File: config.mk
export PLATFORM = sky130hd
export DESIGN_NAME = scaled_manhattan_anomaly_check_unit_flat
export DESIGN_NICKNAME = d
export VERILOG_FILES = /design/src/rtl/smac_pkg.sv /design/src/rtl/smac_ifs.sv /design/src/rtl/scaled_manhattan_anomaly_check_unit.sv /design/src/flat_wrapper.sv
export SDC_FILE = /design/constraint.sdc
export NUM_CORES = 1
export LEC_CHECK = 0
export BUFFER_PORTS_ARGS = -buffer_cell sky130_fd_sc_hd__buf_2
export CORE_AREA = 2 2 202 352
export CTS_BUF_LIST = sky130_fd_sc_hd__clkbuf_16
export DETAILED_ROUTE_END_ITERATION = 10
export DIE_AREA = 0 0 204 354
export GPL_ROUTABILITY_DRIVEN = 0
export GPL_TIMING_DRIVEN = 0
export PLACE_DENSITY = 0.56
export RECOVER_POWER = 50
export SLEW_MARGIN = 40
export SYNTH_ARGS = -nofsm -noshare
export SYNTH_HDL_FRONTEND = slang
export SYNTH_SLANG_ARGS = --single-unit
File: constraint.sdc
create_clock -name clk -period 12.82 [get_ports clk]
set_input_delay 1.282 -clock clk [delete_from_list [all_inputs] [get_ports clk]]
set_output_delay 1.282 -clock clk [all_outputs]
set_load 0.005 [all_outputs]
File: src/rtl/smac_pkg.sv
// ---------------------------------------------------------------------------
// smac_pkg: shared definitions for the scaled Manhattan anomaly check
// Field widths, fixed-point formats, channel codes and register indexes.
// ---------------------------------------------------------------------------
package smac_pkg;

  // Sizing of the sample and of the timing fields.
  localparam int MAX_ELEMENTS  = 64;
  localparam int INTERVAL_BITS = 16;

  // Field widths.
  localparam int FUNC_W    = 2;
  localparam int FIELD_W   = 16;
  localparam int FRAC_W    = 16;
  localparam int TERM_W    = 24;
  localparam int SUM_W     = 30;
  localparam int NUM_CH    = 3;
  localparam int CFG_IDX_W = 2;
  localparam int COUNT_W   = $clog2(MAX_ELEMENTS + 1);
  localparam int STEP_W    = $clog2(TERM_W);

  // Bits of a dividend that sit above the quotient window.
  localparam int T_HEAD_W = FIELD_W + FRAC_W - TERM_W;
  localparam int A_HEAD_W = SUM_W - TERM_W;

  typedef logic [FUNC_W-1:0]    func_t;
  typedef logic [FIELD_W-1:0]   field_t;
  typedef logic [TERM_W-1:0]    term_t;
  typedef logic [SUM_W-1:0]     sum_t;
  typedef logic [COUNT_W-1:0]   count_t;
  typedef logic [CFG_IDX_W-1:0] cfg_idx_t;

  // Interval bits that take part in the distance.
  localparam field_t IV_MASK = (INTERVAL_BITS >= FIELD_W) ? '1 :
                               FIELD_W'((64'd1 << INTERVAL_BITS) - 64'd1);

  localparam term_t  TERM_MAX    = '1;
  localparam sum_t   SUM_MAX     = '1;
  localparam count_t COUNT_LIMIT = COUNT_W'(MAX_ELEMENTS);

  // Channel codes carried by func.
  localparam func_t CH_DD   = 2'd0;
  localparam func_t CH_UD   = 2'd1;
  localparam func_t CH_DU   = 2'd2;
  localparam func_t CH_NONE = 2'd3;

  // Configuration register indexes.
  localparam cfg_idx_t CFG_DD_THR = 2'd0;
  localparam cfg_idx_t CFG_UD_THR = 2'd1;
  localparam cfg_idx_t CFG_DU_THR = 2'd2;

endpackage

File: src/rtl/smac_ifs.sv
// ---------------------------------------------------------------------------
// smac_ifs: handshake channels of the scaled Manhattan anomaly check
// Timing element input, result output and threshold write channel.
// ---------------------------------------------------------------------------

// One timing element per beat.
interface smac_in_if;
  logic                  valid;
  logic                  ready;
  smac_pkg::func_t       func;
  smac_pkg::field_t      interval;
  smac_pkg::field_t      mean;
  smac_pkg::field_t      spread;
  logic                  last;

  modport source (output valid, func, interval, mean, spread, last, input ready);
  modport sink   (input valid, func, interval, mean, spread, last, output ready);
endinterface

// One sample verdict per beat.
interface smac_out_if;
  logic                  valid;
  logic                  ready;
  smac_pkg::term_t       dd_distance;
  smac_pkg::term_t       ud_distance;
  smac_pkg::term_t       du_distance;
  logic                  dd_ok;
  logic                  ud_ok;
  logic                  du_ok;
  logic                  all_ok;

  modport source (output valid, dd_distance, ud_distance, du_distance,
                  dd_ok, ud_ok, du_ok, all_ok, input ready);
  modport sink   (input valid, dd_distance, ud_distance, du_distance,
                  dd_ok, ud_ok, du_ok, all_ok, output ready);
endinterface

// One threshold register write per beat.
interface smac_cfg_if;
  logic                  valid;
  logic                  ready;
  smac_pkg::cfg_idx_t    index;
  smac_pkg::term_t       data;

  modport source (output valid, index, data, input ready);
  modport sink   (input valid, index, data, output ready);
endinterface

File: src/rtl/scaled_manhattan_anomaly_check_unit.sv
// ---------------------------------------------------------------------------
// scaled_manhattan_anomaly_check_unit: keystroke timing anomaly check
// Accumulates |interval - mean| / spread per channel and, on the last
// element of a sample, reports the channel averages against thresholds.
// ---------------------------------------------------------------------------
//
//  Channel   Dir  Beat carries
//  in_ch     in   func, interval, mean, spread, last
//  out_ch    out  dd/ud/du_distance, dd/ud/du_ok, all_ok
//  cfg_ch    in   index, data (threshold write, always ready)
//
// An element keeps in_ch not ready from its beat through prep, the term
// division (skipped if the term saturates) and the accumulate step, or just
// through prep if it is dropped; a last element then runs the average check,
// division and store per channel and a publish step. The one shared restoring
// divider retires a quotient bit per cycle. Reset clears the sums, counts and
// thresholds at once. A stalled out_ch holds its beat; the next sample is
// accumulated meanwhile and only waits at publish time.
// ---------------------------------------------------------------------------
module scaled_manhattan_anomaly_check_unit (
  input  logic              clk,
  input  logic              rst_n,
  smac_in_if.sink           in_ch,
  smac_out_if.source        out_ch,
  smac_cfg_if.sink          cfg_ch
);

  // Sequencer codes.
  localparam logic [2:0] S_IDLE   = 3'd0;
  localparam logic [2:0] S_PREP   = 3'd1;
  localparam logic [2:0] S_TDIV   = 3'd2;
  localparam logic [2:0] S_ACC    = 3'd3;
  localparam logic [2:0] S_ACHK   = 3'd4;
  localparam logic [2:0] S_ADIV   = 3'd5;
  localparam logic [2:0] S_ASTORE = 3'd6;
  localparam logic [2:0] S_PUB    = 3'd7;

  logic [2:0]                           state_r, state_nxt;
  smac_pkg::func_t                      chan_r;
  logic                                 last_r;
  smac_pkg::field_t                     diff_r;
  smac_pkg::field_t                     dvs_r;
  smac_pkg::field_t                     rem_r;
  smac_pkg::term_t                      sh_r;
  logic [smac_pkg::STEP_W-1:0]          step_r;
  smac_pkg::sum_t                       sum_r      [smac_pkg::NUM_CH];
  smac_pkg::count_t                     cnt_r      [smac_pkg::NUM_CH];
  smac_pkg::term_t                      thr_r      [smac_pkg::NUM_CH];
  smac_pkg::term_t                      dist_r     [smac_pkg::NUM_CH];
  logic [smac_pkg::NUM_CH-1:0]          ok_r;
  smac_pkg::term_t                      out_dist_r [smac_pkg::NUM_CH];
  logic [smac_pkg::NUM_CH-1:0]          out_ok_r;
  logic                                 out_all_r;
  logic                                 out_valid_r, out_valid_nxt;

  logic                                 in_fire;
  logic                                 pub_fire;
  smac_pkg::field_t                     iv_m, mn_m, sd_m, diff_in;
  smac_pkg::sum_t                       sum_sel;
  smac_pkg::count_t                     cnt_sel;
  smac_pkg::term_t                      thr_sel;
  logic                                 chan_ok;
  logic                                 take;
  logic [smac_pkg::FIELD_W+smac_pkg::FRAC_W-1:0] num_term;
  smac_pkg::field_t                     t_head, a_head;
  logic                                 term_sat, avg_sat, cnt_zero;
  logic [smac_pkg::FIELD_W:0]           trial;
  logic                                 q_bit;
  smac_pkg::field_t                     rem_step;
  smac_pkg::term_t                      sh_step;
  logic                                 div_done;
  logic [smac_pkg::SUM_W:0]             sum_wide;
  smac_pkg::sum_t                       sum_acc;

  // Handshakes.
  assign in_ch.ready  = (state_r == S_IDLE);
  assign cfg_ch.ready = 1'b1;
  assign in_fire      = in_ch.valid && (state_r == S_IDLE);
  assign pub_fire     = (state_r == S_PUB) && (!out_valid_r || out_ch.ready);

  // A result beat is raised on publish and held until it is taken.
  assign out_valid_nxt = pub_fire ? 1'b1 : (out_valid_r && !out_ch.ready);

  // Absolute difference of the masked interval and mean.
  always_comb begin
    iv_m    = in_ch.interval & smac_pkg::IV_MASK;
    mn_m    = in_ch.mean & smac_pkg::IV_MASK;
    sd_m    = in_ch.spread & smac_pkg::IV_MASK;
    diff_in = (iv_m >= mn_m) ? (iv_m - mn_m) : (mn_m - iv_m);
  end

  // Per-channel state seen at the current channel pointer.
  always_comb begin
    sum_sel = '0;
    cnt_sel = '0;
    thr_sel = '0;
    chan_ok = 1'b0;
    for (int c = 0; c < smac_pkg::NUM_CH; c++) begin
      if (chan_r == smac_pkg::func_t'(c)) begin
        sum_sel = sum_r[c];
        cnt_sel = cnt_r[c];
        thr_sel = thr_r[c];
        chan_ok = 1'b1;
      end
    end
  end

  // Division setup and saturation checks. A quotient overflows the term
  // window exactly when the dividend head is not below the divisor, which
  // also covers a zero spread.
  always_comb begin
    take     = chan_ok && (cnt_sel < smac_pkg::COUNT_LIMIT);
    num_term = {diff_r, {smac_pkg::FRAC_W{1'b0}}};
    t_head   = smac_pkg::FIELD_W'(num_term[smac_pkg::FIELD_W+smac_pkg::FRAC_W-1:
                                           smac_pkg::TERM_W]);
    a_head   = smac_pkg::FIELD_W'(sum_sel[smac_pkg::SUM_W-1:smac_pkg::TERM_W]);
    term_sat = (t_head >= dvs_r);
    cnt_zero = (cnt_sel == '0);
    avg_sat  = (a_head >= smac_pkg::FIELD_W'(cnt_sel));
  end

  // One restoring division step: shift in a dividend bit, try the subtract.
  always_comb begin
    trial    = {rem_r, sh_r[smac_pkg::TERM_W-1]};
    q_bit    = (trial >= {1'b0, dvs_r});
    rem_step = q_bit ? smac_pkg::FIELD_W'(trial - {1'b0, dvs_r})
                     : trial[smac_pkg::FIELD_W-1:0];
    sh_step  = {sh_r[smac_pkg::TERM_W-2:0], q_bit};
    div_done = (step_r == smac_pkg::STEP_W'(smac_pkg::TERM_W - 1));
  end

  // Saturating accumulate of the finished term.
  always_comb begin
    sum_wide = {1'b0, sum_sel} + (smac_pkg::SUM_W + 1)'(sh_r);
    sum_acc  = sum_wide[smac_pkg::SUM_W] ? smac_pkg::SUM_MAX
                                         : sum_wide[smac_pkg::SUM_W-1:0];
  end

  // Sequencer.
  always_comb begin
    state_nxt = state_r;
    unique case (state_r)
      S_IDLE: begin
        if (in_fire) state_nxt = S_PREP;
      end
      S_PREP: begin
        if (!take)         state_nxt = last_r ? S_ACHK : S_IDLE;
        else if (term_sat) state_nxt = S_ACC;
        else               state_nxt = S_TDIV;
      end
      S_TDIV: begin
        if (div_done) state_nxt = S_ACC;
      end
      S_ACC: begin
        state_nxt = last_r ? S_ACHK : S_IDLE;
      end
      S_ACHK: begin
        state_nxt = (cnt_zero || avg_sat) ? S_ASTORE : S_ADIV;
      end
      S_ADIV: begin
        if (div_done) state_nxt = S_ASTORE;
      end
      S_ASTORE: begin
        state_nxt = (chan_r == smac_pkg::CH_DU) ? S_PUB : S_ACHK;
      end
      S_PUB: begin
        if (pub_fire) state_nxt = S_IDLE;
      end
      default: state_nxt = S_IDLE;
    endcase
  end

  // Datapath and control registers.
  always_ff @(posedge clk) begin
    if (!rst_n) begin
      state_r     <= S_IDLE;
      out_valid_r <= 1'b0;
      for (int c = 0; c < smac_pkg::NUM_CH; c++) begin
        sum_r[c] <= '0;
        cnt_r[c] <= '0;
        thr_r[c] <= '0;
      end
    end else begin
      state_r     <= state_nxt;
      out_valid_r <= out_valid_nxt;

      // Threshold writes; an index past the list is dropped.
      if (cfg_ch.valid) begin
        unique case (cfg_ch.index)
          smac_pkg::CFG_DD_THR: thr_r[0] <= cfg_ch.data;
          smac_pkg::CFG_UD_THR: thr_r[1] <= cfg_ch.data;
          smac_pkg::CFG_DU_THR: thr_r[2] <= cfg_ch.data;
          default: ;
        endcase
      end

      unique case (state_r)
        S_IDLE: begin
          if (in_fire) begin
            chan_r <= in_ch.func;
            last_r <= in_ch.last;
            diff_r <= diff_in;
            dvs_r  <= sd_m;
          end
        end
        S_PREP: begin
          rem_r  <= t_head;
          sh_r   <= term_sat ? smac_pkg::TERM_MAX : num_term[smac_pkg::TERM_W-1:0];
          step_r <= '0;
          if (!take && last_r) chan_r <= smac_pkg::CH_DD;
        end
        S_TDIV, S_ADIV: begin
          rem_r  <= rem_step;
          sh_r   <= sh_step;
          step_r <= step_r + 1'b1;
        end
        S_ACC: begin
          for (int c = 0; c < smac_pkg::NUM_CH; c++) begin
            if (chan_r == smac_pkg::func_t'(c)) begin
              sum_r[c] <= sum_acc;
              cnt_r[c] <= cnt_r[c] + 1'b1;
            end
          end
          if (last_r) chan_r <= smac_pkg::CH_DD;
        end
        S_ACHK: begin
          rem_r  <= a_head;
          dvs_r  <= smac_pkg::FIELD_W'(cnt_sel);
          step_r <= '0;
          if (cnt_zero)     sh_r <= '0;
          else if (avg_sat) sh_r <= smac_pkg::TERM_MAX;
          else              sh_r <= sum_sel[smac_pkg::TERM_W-1:0];
        end
        S_ASTORE: begin
          for (int c = 0; c < smac_pkg::NUM_CH; c++) begin
            if (chan_r == smac_pkg::func_t'(c)) begin
              dist_r[c] <= sh_r;
              ok_r[c]   <= !cnt_zero && (sh_r <= thr_sel);
            end
          end
          chan_r <= chan_r + 1'b1;
        end
        S_PUB: begin
          if (pub_fire) begin
            out_all_r   <= &ok_r;
            out_ok_r    <= ok_r;
            for (int c = 0; c < smac_pkg::NUM_CH; c++) begin
              out_dist_r[c] <= dist_r[c];
              sum_r[c]      <= '0;
              cnt_r[c]      <= '0;
            end
          end
        end
        default: ;
      endcase
    end
  end

  // Result beat.
  assign out_ch.valid       = out_valid_r;
  assign out_ch.dd_distance = out_dist_r[0];
  assign out_ch.ud_distance = out_dist_r[1];
  assign out_ch.du_distance = out_dist_r[2];
  assign out_ch.dd_ok       = out_ok_r[0];
  assign out_ch.ud_ok       = out_ok_r[1];
  assign out_ch.du_ok       = out_ok_r[2];
  assign out_ch.all_ok      = out_all_r;

  // No channel ever counts past the sample limit.
  a_count_limit: assert property (@(posedge clk) disable iff (!rst_n)
    (cnt_r[0] <= smac_pkg::COUNT_LIMIT) && (cnt_r[1] <= smac_pkg::COUNT_LIMIT) &&
    (cnt_r[2] <= smac_pkg::COUNT_LIMIT))
    else $error("channel count above sample limit");

  // The partial remainder stays below the divisor throughout a division.
  a_rem_below: assert property (@(posedge clk) disable iff (!rst_n)
    (state_r == S_TDIV || state_r == S_ADIV) |-> (rem_r < dvs_r))
    else $error("divider remainder not below divisor");

  // Publishing a result leaves every channel empty.
  a_clear_after_pub: assert property (@(posedge clk) disable iff (!rst_n)
    pub_fire |=> (cnt_r[0] == '0 && cnt_r[1] == '0 && cnt_r[2] == '0 &&
                  sum_r[0] == '0 && sum_r[1] == '0 && sum_r[2] == '0))
    else $error("channel state not cleared after publish");

  // A result beat only appears out of the publish step.
  a_valid_source: assert property (@(posedge clk) disable iff (!rst_n)
    $rose(out_valid_r) |-> ($past(state_r) == S_PUB))
    else $error("result valid raised outside publish");

endmodule

File: src/flat_wrapper.sv
// flat-port wrapper written by rule: the top's interface ports become plain ports
module scaled_manhattan_anomaly_check_unit_flat 
  (clk, rst_n, in_ch_valid, in_ch_func, in_ch_interval, in_ch_mean, in_ch_spread, in_ch_last, in_ch_ready, out_ch_valid, out_ch_dd_distance, out_ch_ud_distance, out_ch_du_distance, out_ch_dd_ok, out_ch_ud_ok, out_ch_du_ok, out_ch_all_ok, out_ch_ready, cfg_ch_valid, cfg_ch_index, cfg_ch_data, cfg_ch_ready);
  smac_in_if in_ch_i ();
  smac_out_if out_ch_i ();
  smac_cfg_if cfg_ch_i ();
  input  logic clk;
  input  logic rst_n;
  input wire logic [$bits(in_ch_i.valid)-1:0] in_ch_valid;
  input wire logic [$bits(in_ch_i.func)-1:0] in_ch_func;
  input wire logic [$bits(in_ch_i.interval)-1:0] in_ch_interval;
  input wire logic [$bits(in_ch_i.mean)-1:0] in_ch_mean;
  input wire logic [$bits(in_ch_i.spread)-1:0] in_ch_spread;
  input wire logic [$bits(in_ch_i.last)-1:0] in_ch_last;
  output wire logic [$bits(in_ch_i.ready)-1:0] in_ch_ready;
  output wire logic [$bits(out_ch_i.valid)-1:0] out_ch_valid;
  output wire logic [$bits(out_ch_i.dd_distance)-1:0] out_ch_dd_distance;
  output wire logic [$bits(out_ch_i.ud_distance)-1:0] out_ch_ud_distance;
  output wire logic [$bits(out_ch_i.du_distance)-1:0] out_ch_du_distance;
  output wire logic [$bits(out_ch_i.dd_ok)-1:0] out_ch_dd_ok;
  output wire logic [$bits(out_ch_i.ud_ok)-1:0] out_ch_ud_ok;
  output wire logic [$bits(out_ch_i.du_ok)-1:0] out_ch_du_ok;
  output wire logic [$bits(out_ch_i.all_ok)-1:0] out_ch_all_ok;
  input wire logic [$bits(out_ch_i.ready)-1:0] out_ch_ready;
  input wire logic [$bits(cfg_ch_i.valid)-1:0] cfg_ch_valid;
  input wire logic [$bits(cfg_ch_i.index)-1:0] cfg_ch_index;
  input wire logic [$bits(cfg_ch_i.data)-1:0] cfg_ch_data;
  output wire logic [$bits(cfg_ch_i.ready)-1:0] cfg_ch_ready;
  assign in_ch_i.valid = in_ch_valid;
  assign in_ch_i.func = in_ch_func;
  assign in_ch_i.interval = in_ch_interval;
  assign in_ch_i.mean = in_ch_mean;
  assign in_ch_i.spread = in_ch_spread;
  assign in_ch_i.last = in_ch_last;
  assign in_ch_ready = in_ch_i.ready;
  assign out_ch_valid = out_ch_i.valid;
  assign out_ch_dd_distance = out_ch_i.dd_distance;
  assign out_ch_ud_distance = out_ch_i.ud_distance;
  assign out_ch_du_distance = out_ch_i.du_distance;
  assign out_ch_dd_ok = out_ch_i.dd_ok;
  assign out_ch_ud_ok = out_ch_i.ud_ok;
  assign out_ch_du_ok = out_ch_i.du_ok;
  assign out_ch_all_ok = out_ch_i.all_ok;
  assign out_ch_i.ready = out_ch_ready;
  assign cfg_ch_i.valid = cfg_ch_valid;
  assign cfg_ch_i.index = cfg_ch_index;
  assign cfg_ch_i.data = cfg_ch_data;
  assign cfg_ch_ready = cfg_ch_i.ready;
  scaled_manhattan_anomaly_check_unit u_core (.clk(clk), .rst_n(rst_n), .in_ch(in_ch_i), .out_ch(out_ch_i), .cfg_ch(cfg_ch_i));
endmodule
==> report_table.html, run 1 <==
<table>
<tr><th>Metric</th><th>Value</th></tr>
<tr><th colspan="2">Yosys</th></tr>
<tr><td>Number of distinct library cells after synthesis</td><td>67</td></tr>
<tr><td>Post-Synth Adder-Cell Area</td><td>7.62%</td></tr>
<tr><td>Synthesized net count</td><td>about 2k</td></tr>
<tr><td>Netlist Area Pre-Place</td><td>~21000 µm²</td></tr>
<tr><td>Xor-xnor portion of the synthesized cell area</td><td>under 10%</td></tr>
<tr><td>Most instantiated flip-flop cell in the synthesis netlist</td><td>edfxtp_1</td></tr>
<tr><td>Post-synth top area cell</td><td>edfxtp_1</td></tr>
<tr><td>Dominant combinational cell family by area after synthesis</td><td>simple AND/OR/NAND/NOR gates</td></tr>
<tr><td>Ys Warns</td><td>0</td></tr>
<tr><td>Post-synthesis compound-gate area fraction</td><td>about an eighth</td></tr>
<tr><td>Fraction of synthesized cell area taken by the top area cell type</td><td>60.4%</td></tr>
<tr><td>Synth Area in Simple Gates</td><td>12.6%</td></tr>
<tr><td>Mapped Cells</td><td>approximately 1.8k</td></tr>
<tr><td>Post-Syn Area per Cell</td><td>between 10 and 15 µm²</td></tr>
<tr><td>Post-synth EDFFs</td><td>a little over 400</td></tr>
<tr><td>Post-synthesis sequential area ratio</td><td>roughly 61%</td></tr>
<tr><td>Count of state elements after synthesis</td><td>between 400 and 500</td></tr>
<tr><td>Largest cells by area after synthesis</td><td>edfxtp_1 (60%), ha_1 (7.2%), a21oi_1 (5.2%)</td></tr>
<tr><td>Mux contribution to synthesized area</td><td>1.00%</td></tr>
<tr><td>Fraction of registers with async set or reset after synthesis</td><td>0%</td></tr>
<tr><th colspan="2">Power</th></tr>
<tr><td>Power per unit of standard cell area</td><td>about 150 nW/µm²</td></tr>
<tr><td>Power dissipated by switching net loads</td><td>1030 µW</td></tr>
<tr><td>Worst IR drop on VDD</td><td>a little over 80 µV</td></tr>
<tr><td>Power share of the combinational group</td><td>approximately 20%</td></tr>
<tr><td>Sequential Power Share</td><td>between 40% and 50%</td></tr>
<tr><td>Leak</td><td>around 0.0091 µW</td></tr>
<tr><td>Fraction of power spent switching nets</td><td>around 29%</td></tr>
<tr><td>P_int</td><td>2540 µW</td></tr>
<tr><td>Proportion of power drawn by the clock network</td><td>33.5%</td></tr>
<tr><th colspan="2">Floorplan</th></tr>
<tr><td>Vertical die dimension</td><td>354 µm</td></tr>
<tr><td>Number of ports placed on the die boundary</td><td>161</td></tr>
<tr><td>Effective utilization at floorplan</td><td>29.6%</td></tr>
<tr><td>Die area</td><td>~72000 µm²</td></tr>
<tr><td>FP Rows</td><td>128</td></tr>
<tr><td>Die X</td><td>approximately 200 µm</td></tr>
<tr><td>Std-Cell Core Area</td><td>69500 µm²</td></tr>
<tr><th colspan="2">Critical path</th></tr>
<tr><td>Worst setup slack for register-to-register paths</td><td>between 6 and 7 ns</td></tr>
<tr><td>CP most frequent cell</td><td>clkbuf_1</td></tr>
<tr><td>Critical Path Max Stage Delay</td><td>around 0.69 ns</td></tr>
<tr><td>R2r worst-path depth</td><td>20</td></tr>
<tr><td>Kind of critical path</td><td>reg2reg</td></tr>
<tr><td>Startpoint of the worst-slack reg-to-reg timing path</td><td>u_core.chan_r[0]</td></tr>
<tr><td>Type of origin of the critical path</td><td>register</td></tr>
<tr><td>Count of buffer and inverter cells on the critical path</td><td>7</td></tr>
<tr><td>Crit path arrival time</td><td>7.11 ns</td></tr>
<tr><td>Top cell family by delay on the critical path</td><td>buffers and inverters</td></tr>
<tr><td>CP Max Fanout</td><td>10</td></tr>
<tr><td>Crit path cell chain</td><td>inv_1, ha_1, clkbuf_1, clkbuf_1, clkbuf_1, clkbuf_1, nand2_1, o21ai_0, ha_1, inv_1, fa_1, nand2b_1, a21oi_1, o21ai_1, a21oi_1, o21ai_1, o21ai_1, nand2_1, clkbuf_1, a21oi_1</td></tr>
<tr><td>Critical R2R Capture</td><td>u_core.sum_r[0][10]</td></tr>
<tr><td>Setup crit end kind</td><td>register</td></tr>
<tr><td>Cell with the largest stage delay on the worst path</td><td>clkbuf_1</td></tr>
<tr><td>Required time at the endpoint of the critical path</td><td>about 13 ns</td></tr>
<tr><th colspan="2">Timing</th></tr>
<tr><td>Minimum hold slack</td><td>0.415 ns</td></tr>
<tr><td>Transition time at the pin with the least slew margin</td><td>2.14 ns</td></tr>
<tr><td>Hold violation total from the final report</td><td>0</td></tr>
<tr><td>Number of pins exceeding their max-slew limit in the final report</td><td>26</td></tr>
<tr><td>Max-slew headroom at the worst pin</td><td>-44.2%</td></tr>
<tr><td>Setup skew after layout</td><td>0.0220 ns</td></tr>
<tr><td>Minimum period implied by the final worst setup slack</td><td>around 6.8 ns</td></tr>
<tr><td>Unrepaired setup endpoints after global routing</td><td>false</td></tr>
<tr><td>Period Utilization, post-route</td><td>between 50% and 60%</td></tr>
<tr><td>Total of endpoints with negative setup slack in the final report</td><td>0</td></tr>
<tr><td>Peak clock frequency supported by timing</td><td>approximately 0.15 GHz</td></tr>
<tr><td>Sum Neg Setup Slack</td><td>0 ns</td></tr>
<tr><th colspan="2">Global route</th></tr>
<tr><td>Leftover overflow at the end of global routing</td><td>0</td></tr>
<tr><td>Met2 global-route usage</td><td>29.7%</td></tr>
<tr><td>Maximum number of pins on one net before global-route repair</td><td>36</td></tr>
<tr><td>Met3 usage</td><td>~1.7%</td></tr>
<tr><td>GRT Resource Usage Total</td><td>15.6%</td></tr>
<tr><td>Met1 Resource Use GR</td><td>16.0%</td></tr>
<tr><td>Number of antenna violations at the first check in global routing</td><td>2</td></tr>
<tr><td>Number of global-route vias before repair</td><td>around 15k</td></tr>
<tr><td>Routing layer with the top usage in global route</td><td>met2</td></tr>
<tr><td>First-pass GRT wire length</td><td>about 86000 µm</td></tr>
<tr><th colspan="2">Clock tree</th></tr>
<tr><td>CTS Root Cell</td><td>clkbuf_16</td></tr>
<tr><td>Latest clock arrival within the worst-skew pair</td><td>between 0.5 and 0.6 ns</td></tr>
<tr><td>Setup repair bufs after CTS</td><td>0</td></tr>
<tr><td>H-tree depth</td><td>2</td></tr>
<tr><td>Longest Clk Path Bufs</td><td>3</td></tr>
<tr><td>Number of sinks driven by the clock tree</td><td>~420</td></tr>
<tr><td>Count of hold-fix buffers inserted at cts</td><td>0</td></tr>
<tr><td>CTS tree</td><td>built</td></tr>
<tr><td>Register clock-pin slew on the reported worst setup and hold paths</td><td>about 0.07 ns</td></tr>
<tr><td>CTS Buf Count</td><td>39</td></tr>
<tr><td>Number of cells upsized or downsized after cts</td><td>0</td></tr>
<tr><th colspan="2">Detailed routing</th></tr>
<tr><td>Post-Route WL</td><td>56700 µm</td></tr>
<tr><td>Detailed-route via count</td><td>approximately 15k</td></tr>
<tr><td>Post-DR wirelength/cell</td><td>roughly 19 µm</td></tr>
<tr><td>First-pass iteration count of the detailed router</td><td>5</td></tr>
<tr><td>Routed vias/inst</td><td>~4.9</td></tr>
<tr><td>Antenna Nets Post-Route</td><td>0</td></tr>
<tr><td>Post-route DRC violation count</td><td>0</td></tr>
<tr><td>Iteration-0 DRC Markers</td><td>roughly 970</td></tr>
<tr><th colspan="2">Finish</th></tr>
<tr><td>Total Nets Final</td><td>2218</td></tr>
<tr><td>Share of final-layout standard cells stronger than drive strength 1</td><td>~11%</td></tr>
<tr><td>Sequential cell area in the final layout</td><td>12500 µm²</td></tr>
<tr><td>Combined area of the multi-input logic cells</td><td>~7500 µm²</td></tr>
<tr><td>Filler instances</td><td>around 7k</td></tr>
<tr><td>Leading cell type in the layout, fill and taps excluded</td><td>edfxtp_1</td></tr>
<tr><td>Synthesis-to-layout area growth</td><td>17.2%</td></tr>
<tr><td>Total non-filler cell area in the finished layout</td><td>~24000 µm²</td></tr>
<tr><td>Commonest cells after routing, fill and taps aside</td><td>edfxtp_1 (414), a21oi_1 (214), nand2_1 (178)</td></tr>
<tr><th colspan="2">Min path</th></tr>
<tr><td>Hold Crit Start</td><td>u_core.dist_r[0][57]</td></tr>
<tr><td>Hold path depth</td><td>0</td></tr>
<tr><td>Worst hold-check path type</td><td>reg2reg</td></tr>
<tr><td>Sink of the worst hold path</td><td>u_core.out_dist_r[0][57]</td></tr>
<tr><th colspan="2">Placement</th></tr>
<tr><td>Detail Placement HPWL</td><td>43400 µm</td></tr>
<tr><td>DP Area</td><td>between 20000 and 25000 µm²</td></tr>
<tr><td>Number of buffers added on ports</td><td>around 160</td></tr>
<tr><th colspan="2">Status</th></tr>
<tr><td>Failing checks</td><td>max-capacitance violations, max-slew violations</td></tr>
<tr><td>Outcome</td><td>complete, but fails checks</td></tr>
<tr><th colspan="2">Flow run</th></tr>
<tr><td>MaxCap Viol Count</td><td>2</td></tr>
</table>
[cell usage after synthesis, types with 4 or more instances]
master    instances
mux2i_1          15
o211ai_1          8
and2_1           44
o21ai_0          93
nor4_1            5
xor2_1           30
buf_2             4
a31oi_1           8
nor2_1          175
nand4_1          19
xnor2_1          35
ha_1            119
nand2_1         178
fa_1              4
nor2b_1          21
a211oi_1          7
a211o_1           6
a21oi_1         214
dfxtp_1           4
and3_1           17
nand2b_1         15
inv_1            79
a22oi_1           5
nor3_1           18
nand3_1          50
clkbuf_1         62
a21o_1           29
o21bai_1          5
o21a_1            9
o21ai_1          22
edfxtp_1        414
buf_1            11
[power groups by stage]
stage               registers [µW]  logic, µW  clock network [µW]
floorplan                     1660        492                   0
global placement              1700        682                   0
detailed placement            1690        712                   0
CTS                           1670        717                1230
global route                  1670        791                1270
finish                        1660        712                1200
[worst max path at each step]
stage	from	to	cells after the start
2_1_floorplan	rst_n	u_core.out_dist_r[0][0]	3
3_3_place_gp	rst_n	u_core.out_dist_r[0][69]	3
3_5_place_dp	u_core.chan_r[0]	u_core.sum_r[0][10]	20
4_1_cts	u_core.chan_r[0]	u_core.sum_r[0][40]	20
5_1_grt	u_core.chan_r[0]	u_core.sum_r[0][11]	21
6_report	u_core.chan_r[0]	u_core.sum_r[0][10]	20
[final cells by class]
type / instances / area share (%)
antenna: 1 / 0.0104
inverter: 79 / 1.23
sequential: 418 / 51.8
buffer: 81 / 1.37
multi-input combinational: 1209 / 31.1
clock inverter: 30 / 1.18
clock buffer: 41 / 4.25
tap: 910 / 4.72
timing repair buffer: 185 / 4.35
[registers in the layout (all words and copies together) (netlist names), 2 cells and up]
name	count
u_core.state_r	3
u_core.thr_r	72
u_core.dist_r	72
u_core.rem_r	16
u_core.cnt_r	21
u_core.out_dist_r	72
u_core.step_r	5
u_core.ok_r	3
u_core.chan_r	2
u_core.sum_r	90
u_core.diff_r	16
u_core.sh_r	24
u_core.dvs_r	16
u_core.out_ok_r	3
[routing by layer]
metal  vias to the layer above  part of all wire (%)
met3                       146                   3.8
met1                      7003                    36
met4                         0                   6.9
met5                         -                     0
met2                       402                    53
li1                       6949                     -
[logic make-up after synthesis]
kind of cell             count (synthesis)
adder cells (fa/ha/maj)                123
multiplexers                            20
AND/OR/NAND/NOR                        564
AO/OA/AOI/OAI                          436
flip-flops                             418
buffers and inverters                  160
XOR/XNOR                                65
other                                    1
[through the flow]
step	worst slack (ns)	utilization (%)	cells	total power [µW]
after floorplan	5.63	-	1787	2150
after global placement	3.10	32.4	2855	2380
after detailed placement	6.19	33.0	2882	2410
after CTS	6.12	34.9	2953	3610
after global routing	5.66	34.7	2953	3730
final	6.05	34.7	2954	3580
No activity file was read; power rests on OpenSTA's default activity.
==> run 2, diff against run 1 <==
--- a/config.mk
+++ b/config.mk
@@ -5,14 +5,15 @@
 export SDC_FILE = /design/constraint.sdc
 export NUM_CORES = 1
 export LEC_CHECK = 0
+export ABC_AREA = 1
 export BUFFER_PORTS_ARGS = -buffer_cell sky130_fd_sc_hd__buf_2
-export CORE_AREA = 2 2 202 352
+export CORE_AREA = 2 2 207 362
 export CTS_BUF_LIST = sky130_fd_sc_hd__clkbuf_16
 export DETAILED_ROUTE_END_ITERATION = 10
-export DIE_AREA = 0 0 204 354
+export DIE_AREA = 0 0 209 364
 export GPL_ROUTABILITY_DRIVEN = 0
 export GPL_TIMING_DRIVEN = 0
-export PLACE_DENSITY = 0.56
+export PLACE_DENSITY = 0.58
 export RECOVER_POWER = 50
 export SLEW_MARGIN = 40
 export SYNTH_ARGS = -nofsm -noshare
==> constraint.sdc (replaced) <==
create_clock -name clk -period 6.14 [get_ports clk]
set_input_delay 0.614 -clock clk [delete_from_list [all_inputs] [get_ports clk]]
set_output_delay 0.614 -clock clk [all_outputs]
set_load 0.005 [all_outputs]
==> report_table.html, run 2 <==
<table>
<tr><th>Metric</th><th>Value</th></tr>
<tr><th colspan="2">Status</th></tr>
<tr><td>Outcome</td><td>completed</td></tr>
<tr><th colspan="2">Detailed routing</th></tr>
<tr><td>First-pass iteration count of the detailed router</td><td>5 (unchanged)</td></tr>
<tr><td>Antenna Nets Post-Route</td><td>0 (unchanged)</td></tr>
<tr><td>Routed vias/inst</td><td>4.71 (-4.1%)</td></tr>
<tr><td>DR top layer</td><td>met5</td></tr>
<tr><td>Post-route DRC violation count</td><td>0 (unchanged)</td></tr>
<tr><td>Post-Route WL</td><td>59900 µm (+5.7%)</td></tr>
<tr><td>Wl on met1</td><td>20500 µm (+0.77%)</td></tr>
<tr><td>Iteration-0 DRC Markers</td><td>879 (-9.1%)</td></tr>
<tr><td>Post-DR wirelength/cell</td><td>17.6 µm (-8.3%)</td></tr>
<tr><td>Total length of routed met3 wires</td><td>2100 µm (-3.2%)</td></tr>
<tr><td>Detailed-route via count</td><td>16.0k (+10%)</td></tr>
<tr><td>Metal2 WL</td><td>33100 µm (+9.5%)</td></tr>
<tr><th colspan="2">Yosys</th></tr>
<tr><td>Cell with the most instances after synthesis</td><td>nand2_1</td></tr>
<tr><td>Post-synth EDFFs</td><td>414 (unchanged)</td></tr>
<tr><td>Count of state elements after synthesis</td><td>418 (unchanged)</td></tr>
<tr><td>Mapped Cells</td><td>2202 (+23%)</td></tr>
<tr><td>Post-synthesis sequential area ratio</td><td>57.3% (-3.4 points)</td></tr>
<tr><td>Number of distinct library cells after synthesis</td><td>55 (-18%)</td></tr>
<tr><td>Most instantiated cells after synthesis</td><td>nand2_1 (531), edfxtp_1 (414), inv_1 (260)</td></tr>
<tr><td>Synthesized net count</td><td>2407 (+21%)</td></tr>
<tr><td>Post-Syn Area per Cell</td><td>9.92 µm² (-14%)</td></tr>
<tr><td>Most instantiated flip-flop cell in the synthesis netlist</td><td>edfxtp_1</td></tr>
<tr><td>Post-synth top area cell</td><td>edfxtp_1</td></tr>
<tr><td>Fraction of registers with async set or reset after synthesis</td><td>0% (unchanged)</td></tr>
<tr><td>Fraction of synthesized cell area taken by the top area cell type</td><td>56.9% (-3.4 points)</td></tr>
<tr><td>Largest cells by area after synthesis</td><td>edfxtp_1 (57%), nand2_1 (9.1%), ha_1 (6.8%)</td></tr>
<tr><td>Netlist Area Pre-Place</td><td>21800 µm² (+6.0%)</td></tr>
<tr><td>Ys Warns</td><td>0 (unchanged)</td></tr>
<tr><th colspan="2">Finish</th></tr>
<tr><td>Total non-filler cell area in the finished layout</td><td>25400 µm² (+5.3%)</td></tr>
<tr><td>Leading cell type in the layout, fill and taps excluded</td><td>nand2_1</td></tr>
<tr><td>Flip-flop count of the largest register after layout</td><td>90 (unchanged)</td></tr>
<tr><td>Share of final-layout standard cells stronger than drive strength 1</td><td>12.6% (+1.6 points)</td></tr>
<tr><td>Biggest register</td><td>u_core.sum_r</td></tr>
<tr><td>Total Nets Final</td><td>2639 (+19%)</td></tr>
<tr><td>Commonest cells after routing, fill and taps aside</td><td>nand2_1 (531), edfxtp_1 (414), inv_1 (262)</td></tr>
<tr><td>Synthesis-to-layout area growth</td><td>16.5%</td></tr>
<tr><td>Number of standard cells in the layout, taps in and fillers out</td><td>3404 (+15%)</td></tr>
<tr><th colspan="2">Clock tree</th></tr>
<tr><td>CTS Root Cell</td><td>clkbuf_16</td></tr>
<tr><td>CTS Buf Count</td><td>41 (+5.1%)</td></tr>
<tr><td>CTS tree</td><td>built</td></tr>
<tr><td>H-tree depth</td><td>2 (unchanged)</td></tr>
<tr><td>Latest clock arrival within the worst-skew pair</td><td>0.57 ns (about the same)</td></tr>
<tr><td>Register clock-pin slew on the reported worst setup and hold paths</td><td>0.07 ns (about the same)</td></tr>
<tr><td>Setup repair bufs after CTS</td><td>0 (unchanged)</td></tr>
<tr><td>Longest Clk Path Bufs</td><td>3 (unchanged)</td></tr>
<tr><td>Number of sinks driven by the clock tree</td><td>418 (unchanged)</td></tr>
<tr><td>Number of cells upsized or downsized after cts</td><td>0 (unchanged)</td></tr>
<tr><td>Count of hold-fix buffers inserted at cts</td><td>0 (unchanged)</td></tr>
<tr><th colspan="2">Power</th></tr>
<tr><td>Worst IR drop on VDD</td><td>173 µV (+110%)</td></tr>
<tr><td>Power per unit of standard cell area</td><td>389 nW/µm² (+160%)</td></tr>
<tr><td>Leak</td><td>0.0108 µW (+19%)</td></tr>
<tr><th colspan="2">Timing</th></tr>
<tr><td>Minimum period implied by the final worst setup slack</td><td>4.95 ns (-1.82 ns)</td></tr>
<tr><td>Number of pins exceeding their max-slew limit in the final report</td><td>0 (-100%)</td></tr>
<tr><td>Transition time at the pin with the least slew margin</td><td>1.39 ns (-0.753 ns)</td></tr>
<tr><td>Hold violation total from the final report</td><td>0 (unchanged)</td></tr>
<tr><td>Peak clock frequency supported by timing</td><td>0.202 GHz (+37%)</td></tr>
<tr><td>Max-slew headroom at the worst pin</td><td>6.68% (+51 points)</td></tr>
<tr><td>Unrepaired setup endpoints after global routing</td><td>false</td></tr>
<tr><td>Period Utilization, post-route</td><td>80.6% (+28 points)</td></tr>
<tr><td>Setup skew after layout</td><td>0.0194 ns (-0.00262 ns)</td></tr>
<tr><td>Total of endpoints with negative setup slack in the final report</td><td>0 (unchanged)</td></tr>
<tr><th colspan="2">Floorplan</th></tr>
<tr><td>Die X</td><td>209 µm (+2.5%)</td></tr>
<tr><td>Effective utilization at floorplan</td><td>29.7% (+0.075 points)</td></tr>
<tr><td>FP Rows</td><td>132 (+3.1%)</td></tr>
<tr><td>Vertical die dimension</td><td>364 µm (+2.8%)</td></tr>
<tr><td>Std-Cell Core Area</td><td>73500 µm² (+5.7%)</td></tr>
<tr><td>Die area</td><td>76100 µm² (+5.3%)</td></tr>
<tr><td>Number of ports placed on the die boundary</td><td>161 (unchanged)</td></tr>
<tr><th colspan="2">Flow run</th></tr>
<tr><td>MaxCap Viol Count</td><td>0 (-2)</td></tr>
<tr><th colspan="2">Global route</th></tr>
<tr><td>Maximum number of pins on one net before global-route repair</td><td>26 (-28%)</td></tr>
<tr><td>GRT Resource Usage Total</td><td>15.5% (-0.098 points)</td></tr>
<tr><td>Leftover overflow at the end of global routing</td><td>0 (unchanged)</td></tr>
<tr><td>Number of global-route vias before repair</td><td>16.1k (+8.3%)</td></tr>
<tr><td>Number of antenna violations at the first check in global routing</td><td>6 (+4)</td></tr>
<tr><td>First-pass GRT wire length</td><td>89500 µm (+4.1%)</td></tr>
<tr><th colspan="2">Critical path</th></tr>
<tr><td>CP Max Fanout</td><td>10 (unchanged)</td></tr>
<tr><td>Required time at the endpoint of the critical path</td><td>6.47 ns (-6.70 ns)</td></tr>
<tr><td>Worst setup slack for register-to-register paths</td><td>1.19 ns (-4.86 ns)</td></tr>
<tr><td>Crit path arrival time</td><td>5.28 ns (-1.83 ns)</td></tr>
<tr><td>Type of origin of the critical path</td><td>register</td></tr>
<tr><td>Kind of critical path</td><td>reg2reg</td></tr>
<tr><td>Setup crit end kind</td><td>register</td></tr>
<tr><th colspan="2">Min path</th></tr>
<tr><td>Worst hold-check path type</td><td>in2reg</td></tr>
<tr><th colspan="2">Placement</th></tr>
<tr><td>Cells after DPL</td><td>3329 (+16%)</td></tr>
<tr><td>DP Area</td><td>24200 µm² (+5.4%)</td></tr>
<tr><td>Number of buffers added on ports</td><td>158 (unchanged)</td></tr>
<tr><td>Detail Placement HPWL</td><td>46700 µm (+7.6%)</td></tr>
</table>
run 2: cell types whose count changed in the layout (fill, tap and decap cells not counted), sizes merged, moves of 38 or more:
cell,before,now
and2,45,2
nand3,50,88
a21oi,214,142
inv,86,289
nor2,175,216
clkbuf,150,108
nand2,178,538
run 2: area by class of cell:
cell class	instances	area [µm²]
well taps	938	1170
inverters	279	1050
multi-input cells	1440	7940
repair buffers	189	1030
plain buffers	65	367
flip-flops and latches	418	12500
fillers	7506	48100
clock buffers	41	1030
diodes	2	5.00
clock inverters	32	319
run 2: critical path, stage by stage, from the launching register on:
cell and delay [ns]:
edfxtp_1 0.42, inv_1 0.09, ha_1 0.29, inv_2 0.19
buf_6 0.17, buf_4 0.22, clkbuf_1 0.57, o22ai_1 0.22
inv_1 0.09, ha_1 0.24, inv_1 0.08, fa_1 0.41
inv_1 0.10, nand2_1 0.06, o21ai_2 0.24, nand2_1 0.08
nand2_1 0.19, nand2_1 0.08, nand3_1 0.12, nand2_1 0.09
nand2_1 0.10, nand2_2 0.11, buf_6 0.17, a21oi_1 0.35
run 2: final timing paths:
kind,cells past startpoint,startpoint,end
setup / recovery,23,u_core.chan_r[0],u_core.sum_r[0][21]
hold / removal,1,in_ch_last,u_core.last_r
setup reg to reg,23,u_core.chan_r[0],u_core.sum_r[0][21]
hold reg to reg,0,u_core.dist_r[0][70],u_core.out_dist_r[0][70]
run 2: power breakdown:
group          leakage (µW)  internal (µW)  switching [µW]
sequential          0.00400           3490             246
combinational       0.00620           1180            2400
clock              0.000649           1420            1150
total                0.0108           6090            3800
run 2: per-stage QoR:
| step | setup WS [ns] | util (%) | power [µW] | hold slack (ns) | setup TNS [ns] |
|---|---|---|---|---|---|
| after detailed placement | 1.20 | 32.9 | 7390 | 0.405 | 0 |
| final | 1.19 | 34.6 | 9890 | 0.245 | 0 |
| after global placement | -1.97 | 32.4 | 7320 | 0.402 | -144.65 |
| after global routing | 0.818 | 34.6 | 10500 | 0.236 | 0 |
| after floorplan | 0.593 | - | 6200 | 0.400 | 0 |
| after CTS | 1.18 | 34.8 | 9990 | 0.211 | 0 |
run 2: routing by layer:
| layer | GRT usage, % | vias up |
|---|---|---|
| met5 | 0 | - |
| met4 | 10.4 | 8 |
| met3 | 1.85 | 171 |
| met2 | 31.2 | 389 |
| met1 | 14.3 | 7538 |
| li1 | - | 7914 |
run 2: cells by family (layout without fill, tap and decap cells):
| logic type | Yosys count | in the layout | share of synthesized area, % |
|---|---|---|---|
| AO/OA/AOI/OAI | 348 | 348 | 9.28 |
| XOR/XNOR | 68 | 68 | 2.73 |
| adder cells (fa/ha/maj) | 123 | 123 | 7.19 |
| buffers and inverters | 344 | 606 | 6.50 |
| flip-flops | 418 | 418 | 57.3 |
| other | 1 | 3 | 0.0172 |
| AND/OR/NAND/NOR | 900 | 900 | 17.0 |
